**src/hw/rtl/mm_pkg.sv**
```systemverilog
// -----------------------------------------------------------------------------
// Matrix multiply package
// Item types, command and register codes, and dimension helper.
// -----------------------------------------------------------------------------
package mm_pkg;

	localparam int CFG_W     = 4;
	localparam int CFG_IDX_W = 2;
	localparam int IDX_FW    = 3;
	localparam int ELEM_W    = 16;
	localparam int ACC_W     = 40;
	localparam int CMD_W     = 2;

	localparam logic [CFG_W-1:0] DIM_RESET = 4'd8;

	localparam logic [CMD_W-1:0] CMD_LOAD_A  = 2'd0;
	localparam logic [CMD_W-1:0] CMD_LOAD_B  = 2'd1;
	localparam logic [CMD_W-1:0] CMD_COMPUTE = 2'd2;

	localparam logic [CFG_IDX_W-1:0] REG_ROWS_A    = 2'd0;
	localparam logic [CFG_IDX_W-1:0] REG_INNER_DIM = 2'd1;
	localparam logic [CFG_IDX_W-1:0] REG_COLS_B    = 2'd2;

	typedef struct packed {
		logic [CMD_W-1:0]         cmd;
		logic [IDX_FW-1:0]        elem_row;
		logic [IDX_FW-1:0]        elem_col;
		logic signed [ELEM_W-1:0] elem_value;
	} in_item_t;

	typedef struct packed {
		logic [IDX_FW-1:0]       out_row;
		logic [IDX_FW-1:0]       out_col;
		logic signed [ACC_W-1:0] out_value;
		logic                    last;
	} out_item_t;

	typedef struct packed {
		logic b_we;
		logic capture;
		logic shift;
	} cell_ctl_t;

	function automatic logic [CFG_W-1:0] eff_dim(input logic [CFG_W-1:0] v,
			input logic [CFG_W-1:0] lim);
		logic [CFG_W-1:0] r;
		if (v == '0) begin
			r = CFG_W'(1);
		end else if (v > lim) begin
			r = lim;
		end else begin
			r = v;
		end
		return r;
	endfunction

endpackage

```
**src/hw/rtl/mm_cell.sv**
```systemverilog
// -----------------------------------------------------------------------------
// Matrix multiply cell
// Holds one column of B, multiplies the passing A element and accumulates.
// -----------------------------------------------------------------------------
module mm_cell #(
	parameter int MAX_DIM     = 8,
	parameter int VALUE_WIDTH = 16,
	parameter int IDX_W       = 3
) (
	input  logic                             clk,
	input  logic                             arst_n,
	input  mm_pkg::cell_ctl_t                ctl,
	input  logic [IDX_W-1:0]                 b_waddr,
	input  logic signed [VALUE_WIDTH-1:0]    b_wdata,
	input  logic signed [VALUE_WIDTH-1:0]    a_in,
	input  logic [IDX_W-1:0]                 t_in,
	input  logic                             vld_in,
	input  logic                             first_in,
	input  logic                             last_in,
	output logic signed [VALUE_WIDTH-1:0]    a_out,
	output logic [IDX_W-1:0]                 t_out,
	output logic                             vld_out,
	output logic                             first_out,
	output logic                             last_out,
	input  logic signed [mm_pkg::ACC_W-1:0]  res_in,
	output logic signed [mm_pkg::ACC_W-1:0]  res_out
);

	localparam int PW = 2 * VALUE_WIDTH;
	localparam int AW = mm_pkg::ACC_W;

	logic signed [VALUE_WIDTH-1:0] b_q [MAX_DIM];
	logic signed [VALUE_WIDTH-1:0] a_q;
	logic [IDX_W-1:0]              t_q;
	logic                          vld_q;
	logic                          first_q;
	logic                          last_q;
	logic signed [PW-1:0]          prod_s1;
	logic                          pvld_s1;
	logic                          pfirst_s1;
	logic signed [AW-1:0]          prod_ext;
	logic signed [AW-1:0]          acc_q;
	logic signed [AW-1:0]          res_q;

	assign prod_ext = AW'(prod_s1);

	always_ff @(posedge clk) begin
		if (ctl.b_we) begin
			b_q[b_waddr] <= b_wdata;
		end
		a_q     <= a_in;
		t_q     <= t_in;
		prod_s1 <= a_in * b_q[t_in];
	end

	always_ff @(posedge clk or negedge arst_n) begin
		if (!arst_n) begin
			vld_q     <= 1'b0;
			first_q   <= 1'b0;
			last_q    <= 1'b0;
			pvld_s1   <= 1'b0;
			pfirst_s1 <= 1'b0;
			acc_q     <= '0;
			res_q     <= '0;
		end else begin
			vld_q     <= vld_in;
			first_q   <= first_in;
			last_q    <= last_in;
			pvld_s1   <= vld_in;
			pfirst_s1 <= first_in;
			if (pvld_s1) begin
				acc_q <= pfirst_s1 ? prod_ext : AW'(acc_q + prod_ext);
			end
			if (ctl.capture) begin
				res_q <= acc_q;
			end else if (ctl.shift) begin
				res_q <= res_in;
			end
		end
	end

	assign a_out     = a_q;
	assign t_out     = t_q;
	assign vld_out   = vld_q;
	assign first_out = first_q;
	assign last_out  = last_q;
	assign res_out   = res_q;

endmodule

```
**config.mk**
```make
export PLATFORM = sky130hd
export DESIGN_NAME = mm_cell
export DESIGN_NICKNAME = d
export VERILOG_FILES = /design/src/hw/rtl/mm_pkg.sv /design/src/hw/rtl/mm_cell.sv
export SDC_FILE = /design/constraint.sdc
export NUM_CORES = 1
export LEC_CHECK = 0
export BUFFER_PORTS_ARGS = -buffer_cell sky130_fd_sc_hd__clkbuf_2
export CAP_MARGIN = 10
export CORE_ASPECT_RATIO = 1.5
export CORE_MARGIN = 5
export CORE_UTILIZATION = 63
export CTS_BUF_LIST = sky130_fd_sc_hd__clkbuf_16
export CTS_CLUSTER_SIZE = 10
export DETAILED_ROUTE_END_ITERATION = 8
export PLACE_DENSITY = 0.88
export SLEW_MARGIN = 10
export SYNTH_ARGS = -nofsm -noshare
export SYNTH_HDL_FRONTEND = slang
export SYNTH_SLANG_ARGS = --single-unit
```
**constraint.sdc**
```tcl
create_clock -name clk -period 7.6 [get_ports clk]
set_clock_uncertainty 0.05 [all_clocks]
set_input_delay 0.38 -clock clk [delete_from_list [all_inputs] [get_ports clk]]
set_output_delay 0.38 -clock clk [all_outputs]
set_load 0.03 [all_outputs]
```
==> impl_metrics.ini, run 1 <==
[timing]
max_slew_margin_pct = 25.21
period_share_pct = 95.26
hold_ws_ns = 0.01666
finalHoldViolCount = 0
slew_violations = 0
rsz0062_at_grt = false
finalSetupTns_ns = 0
fmax_mhz = 138.1
finalCriticalPeriod_ns = 7.240
setup_viol = 0
tightest_slew_ns = 1.119

[worst_setup_path]
cp-end-kind = register
path_class = register to register
worstPathMaxFanout = 15
ff2ff_path_depth = 23
r2r_start = b_q[3][1]$_DFFE_PP_
crit_path_start_kind = register
r2r_end = prod_s1[30]$_DFF_P_
worstPathArrival_ns = 7.63
crit_required_ns = 7.99
regToRegSetupSlack_ns = 0.36

[worst_hold_path]
worstHoldEndpoint = res_out[16]$_DFFE_PN0P_
hold_path_depth = 3
min-delay-start = res_in[16]
hold_path.class = input pin to register

[place]
dp_hpwl_mm = 37.33
placed_cells = 2540
io_buffers = 147
gp_congestion = 0.8823
placed_area_sq_mm = 0.02275

[cts]
clkLatencyLatePin_ns = 0.61
clkSlewWorstSetupHoldPaths_ns = 0.06
clock-sinks = 262
cts_tree = yes
root_buffer = clkbuf_16
htreeDepth = 1
hold_buffers = 13
cts_setup_buffers = 0
clockBufferDepth = 3
cts.repair.resized = 0
cts_buffers = 30

[yosys]
syn_avg_cell_area_sq_um = 10.65
ys_seq_area_share_pct = 32.27
synthTopCellsByCount = inv_1, fa_1, nand2_1
ys_ff_latch = 262
synth_edf_count = 128
synth_ff_type = edfxtp_1
synth_fp_nets = 2489
synth_top_area_share_pct = 24.48
yosys.area.top_type = fa_1
synth.most_common_cell = inv_1
synthCells = 2019
syn_area_sq_mm = 0.02151
synth.distinct_cells = 72
synth-async-reset-ratio_pct = 31.68
ys_warn_count = 0
synth.area.top_cells = fa_1, edfxtp_1, dfrtp_1

[status]
outcome = complete, no violations

[cells_and_area]
fillers = 2339
layout.nets = 2630
antennaDiodeCount = 0
area_growth_pct = 10.42
final_cells = 2608
fin_area_sq_mm = 0.02375
drive_above_1_share_pct = 12.78

[grt]
grt_pass1_wl_mm = 83.06
gr-total-overflow = 0
grt_use_total_pct = 27.04
antenna_found_initial = 0
grt_pass1_vias = 16950
grt_max_degree = 81

[route]
finalWirelength_mm = 50.33
postRouteAntennaNets = 0
routedWlPerCell_um = 19.30
drt_first_pass_iters = 7
drc = 0
avgViaCountPerCell = 5.817
vias = 15170
drtIter0Drc = 819

[floorplanning]
dieArea_sq_mm = 0.03801
start_util_pct = 63.34
dieWidth_um = 160.9
num_rows = 83
core-area_sq_mm = 0.03396
io_pins = 148
die_y_um = 236.3

[flow_run]
maxCapViolCount = 0
## logic make-up after synthesis
kind of cell             after synthesis  synth area share (%)
AO/OA/AOI/OAI                        306                 8.731
XOR/XNOR                              59                 2.402
adder cells (fa/ha/maj)              384                 31.52
buffers and inverters                387                 6.777
flip-flops                           262                 32.27
multiplexers                         102                 6.672
AND/OR/NAND/NOR                      519                 11.63
## worst max-delay path by stage
stage / start / depth (start not counted) / to
floorplan: t_in[0] / 24 / prod_s1[31]$_DFF_P_
global placement: t_in[0] / 26 / prod_s1[30]$_DFF_P_
detailed placement: t_in[0] / 26 / prod_s1[30]$_DFF_P_
CTS: b_q[3][1]$_DFFE_PP_ / 23 / prod_s1[30]$_DFF_P_
global route: b_q[3][1]$_DFFE_PP_ / 23 / prod_s1[30]$_DFF_P_
finish: b_q[3][1]$_DFFE_PP_ / 23 / prod_s1[30]$_DFF_P_
## layout make-up
class | instances | area [sq um] | area share, %
clock buffers | 30 | 750.7 | 3.161
well taps | 425 | 531.8 | 2.239
multi-input cells | 1370 | 13150 | 55.36
flip-flops and latches | 262 | 6943 | 29.23
repair buffers | 187 | 1096 | 4.615
clock inverters | 25 | 121.4 | 0.5110
inverters | 309 | 1160 | 4.884
## through the flow
| stage | worst slack (ns) | utilization [%] |
|---|---|---|
| 5_1_grt | 0.1138 | 69.94 |
| 6_report | 0.3604 | 69.94 |
| 3_5_place_dp | 0.08643 | 66.99 |
| 2_1_floorplan | 0.2043 | - |
| 4_1_cts | 0.4023 | 69.94 |
| 3_3_place_gp | 0.2580 | 66.99 |
## critical path, cell delays in order (launching register included)
cell	delay, ns
edfxtp_1	0.39
mux4_2	0.48
mux2_2	0.32
buf_4	0.21
nand2_1	0.12
fa_1	0.43
fa_1	0.53
fa_1	0.52
inv_1	0.06
fa_1	0.50
fa_1	0.49
inv_1	0.05
fa_1	0.48
inv_1	0.05
ha_1	0.36
o21ai_1	0.12
a21oi_1	0.29
nand3_1	0.13
nor3_1	0.38
or2_1	0.22
a31oi_1	0.14
o311ai_0	0.46
a21oi_1	0.15
xnor2_1	0.14
## layout by cell type, fill, tap and decap left out, drive strengths merged, types with 4 or more instances in the layout
master / synthesis / layout
inv: 308 / 331
fa: 263 / 263
nand2: 195 / 195
clkbuf: 68 / 176
edfxtp: 128 / 128
ha: 121 / 121
a21oi: 103 / 103
nor2: 91 / 91
nor2b: 89 / 89
o21ai: 89 / 89
dfrtp: 83 / 83
mux2i: 59 / 59
dfxtp: 51 / 51
and2: 45 / 45
xnor2: 40 / 40
a21o: 34 / 34
mux4: 32 / 32
buf: 10 / 28
nand3: 24 / 24
nand2b: 22 / 22
xor2: 19 / 19
a31oi: 15 / 15
nor3: 14 / 14
dlygate4sd3: 0 / 13
mux2: 11 / 11
and3: 10 / 10
o21bai: 9 / 9
o21a: 9 / 9
nand4: 7 / 7
or2: 7 / 7
a211oi: 6 / 6
o211ai: 6 / 6
a211o: 5 / 5
nor4: 4 / 4
or3: 4 / 4
a21boi: 4 / 4
## flip-flops by register name, indices dropped and copies added, names as in the netlist
| register | flops |
|---|---|
| pvld_s1 | 1 |
| acc_q | 40 |
| t_out | 3 |
| a_out | 16 |
| prod_s1 | 32 |
| pfirst_s1 | 1 |
| last_out | 1 |
| b_q | 128 |
| res_out | 40 |
## routing by layer
layer	part of all wire (%)	wire length [um]	track usage (%)
met1	35	17770	30.34
met2	54	27100	50.31
met3	6.2	3115	3.758
met4	4.7	2342	12.78
met5	0	0	0
Power of run 1 is left out: the tool's default activity adds up to more than one toggle a clock period on the data nets, which glitch-free logic cannot reach.
==> run 2: changes to the inputs <==
==> constraint.sdc (replaced) <==
create_clock -name clk -period 7.47 [get_ports clk]
set_clock_uncertainty 0.05 [all_clocks]
set_input_delay 0.3735 -clock clk [delete_from_list [all_inputs] [get_ports clk]]
set_output_delay 0.3735 -clock clk [all_outputs]
set_load 0.03 [all_outputs]
==> run 2 against run 1 <==
Net effect: final area is 0.18% higher; non-clock buffer count is 1 lower; register-to-register slack worse by 0.13 ns; via count is 0.24% higher.
==> impl_metrics.ini, run 2 (synthesis results as in run 1) <==
[status]
outcome = complete, no violations

[grt]
grt_pass1_vias = 16770
grt_pass1_wl_mm = 83.69
antenna_found_initial = 0
grt_use_total_pct = 27.26
gr-total-overflow = 0
grt_max_degree = 81

[timing]
tightest_slew_ns = 1.121
rsz0062_at_grt = false
slew_violations = 0
finalHoldViolCount = 0
finalSetupTns_ns = 0
finalCriticalPeriod_ns = 7.241
max_slew_margin_pct = 25.06
setup_viol = 0
fmax_mhz = 138.1
period_share_pct = 96.93

[cells_and_area]
area_growth_pct = 10.62
drive_above_1_share_pct = 13.27
largest-register = b_q
layout_common_cells = inv_1, fa_1, nand2_1, clkbuf_2, edfxtp_1
layout_commonest_cell = inv_1
largest_register_ffs = 128
layout.nets = 2630
fillers = 2311
antennaDiodeCount = 0
fin_area_sq_mm = 0.02379

[worst_setup_path]
cp-end-kind = register
path_class = register to register
crit_required_ns = 7.87
crit_path_start_kind = register
worstPathArrival_ns = 7.64
worstPathMaxFanout = 16

[worst_hold_path]
hold_path.class = input pin to register

[route]
finalWirelength_mm = 50.22
vias = 15210
drt_first_pass_iters = 7
postRouteAntennaNets = 0
avgViaCountPerCell = 5.826
drc = 0
routedWlPerCell_um = 19.24
drtIter0Drc = 904

[floorplanning]
io_pins = 148
num_rows = 83
start_util_pct = 63.34
core-area_sq_mm = 0.03396
die_y_um = 236.3
dieWidth_um = 160.9
dieArea_sq_mm = 0.03801

[place]
io_buffers = 147
placed_area_sq_mm = 0.02282
gp_congestion = 0.9503
dp_hpwl_mm = 37.75

[cts]
cts_buffers = 31
cts_tree = yes
clockBufferDepth = 3
root_buffer = clkbuf_16
cts_setup_buffers = 0
clock-sinks = 262
clkSlewWorstSetupHoldPaths_ns = 0.06
clkLatencyLatePin_ns = 0.58
htreeDepth = 1

[flow_run]
maxCapViolCount = 0
[run 2: metal layers]
metal,global-route usage [%],up-vias,share of wire [%]
li1,-,6918,-
met1,30.32,7426,35
met2,51.37,671,54
met3,3.723,192,6.5
met4,12.18,0,5.0
met5,0,-,0
[run 2: timing repair]
item                       4_1_cts  5_1_grt
setup endpoints to repair        0        1
hold endpoints to repair        18        0
hold buffers                     4        0
gates resized for setup          0        1
[run 2: per-stage QoR]
step	std cells	util [%]	setup slack, ns	hold slack [ns]
floorplan	2019	-	0.08082	0.02791
global placement	2548	67.20	0.1352	0.1905
detailed placement	2548	67.20	-0.02437	0.1926
CTS	2610	70.05	0.3270	0.003975
global route	2610	70.06	0.04845	0.02129
finish	2610	70.06	0.2293	0.02215
[run 2: final timing paths]
path	from	to	slack (ns)	depth (start not counted)
worst max-delay path	b_q[0][4]$_DFFE_PP_	prod_s1[23]$_DFF_P_	0.23	25
worst min-delay path	b_wdata[5]	b_q[4][5]$_DFFE_PP_	0.02	1
worst max register to register	b_q[0][4]$_DFFE_PP_	prod_s1[23]$_DFF_P_	0.23	25
worst min register to register	prod_s1[30]$_DFF_P_	acc_q[30]$_DFFE_PN0P_	0.44	2
max in group asynchronous	arst_n	pvld_s1$_DFF_PN0_	6.05	3
min in group asynchronous	arst_n	acc_q[4]$_DFFE_PN0P_	0.14	2
[run 2: critical path, stage by stage, from the launching register on]
cell and delay [ns]:
edfxtp_1 0.43, mux4_2 0.50, mux2i_1 0.20, buf_4 0.28
nor2b_1 0.10, fa_1 0.55, inv_1 0.05, fa_1 0.45
fa_1 0.50, fa_1 0.54, inv_1 0.05, fa_1 0.47
inv_1 0.05, fa_1 0.47, inv_1 0.04, ha_1 0.32
nand3_1 0.15, nor4b_1 0.07, buf_4 0.16, nor3_1 0.47
nor2_1 0.18, a31oi_1 0.29, o21bai_1 0.11, a21oi_1 0.31
nor2_1 0.09, nand4b_1 0.20
[run 2: final cells by class]
type | instances | area (sq um) | share of cell area [%]
Clock buffer | 31 | 775.7 | 3.260
Clock inverter | 27 | 151.4 | 0.6363
Inverter | 309 | 1160 | 4.875
Multi-Input combinational cell | 1370 | 13150 | 55.28
Sequential cell | 262 | 6943 | 29.18
Tap cell | 425 | 531.8 | 2.235
Timing Repair Buffer | 186 | 1079 | 4.533
Power of run 2 is left out for the same reason.
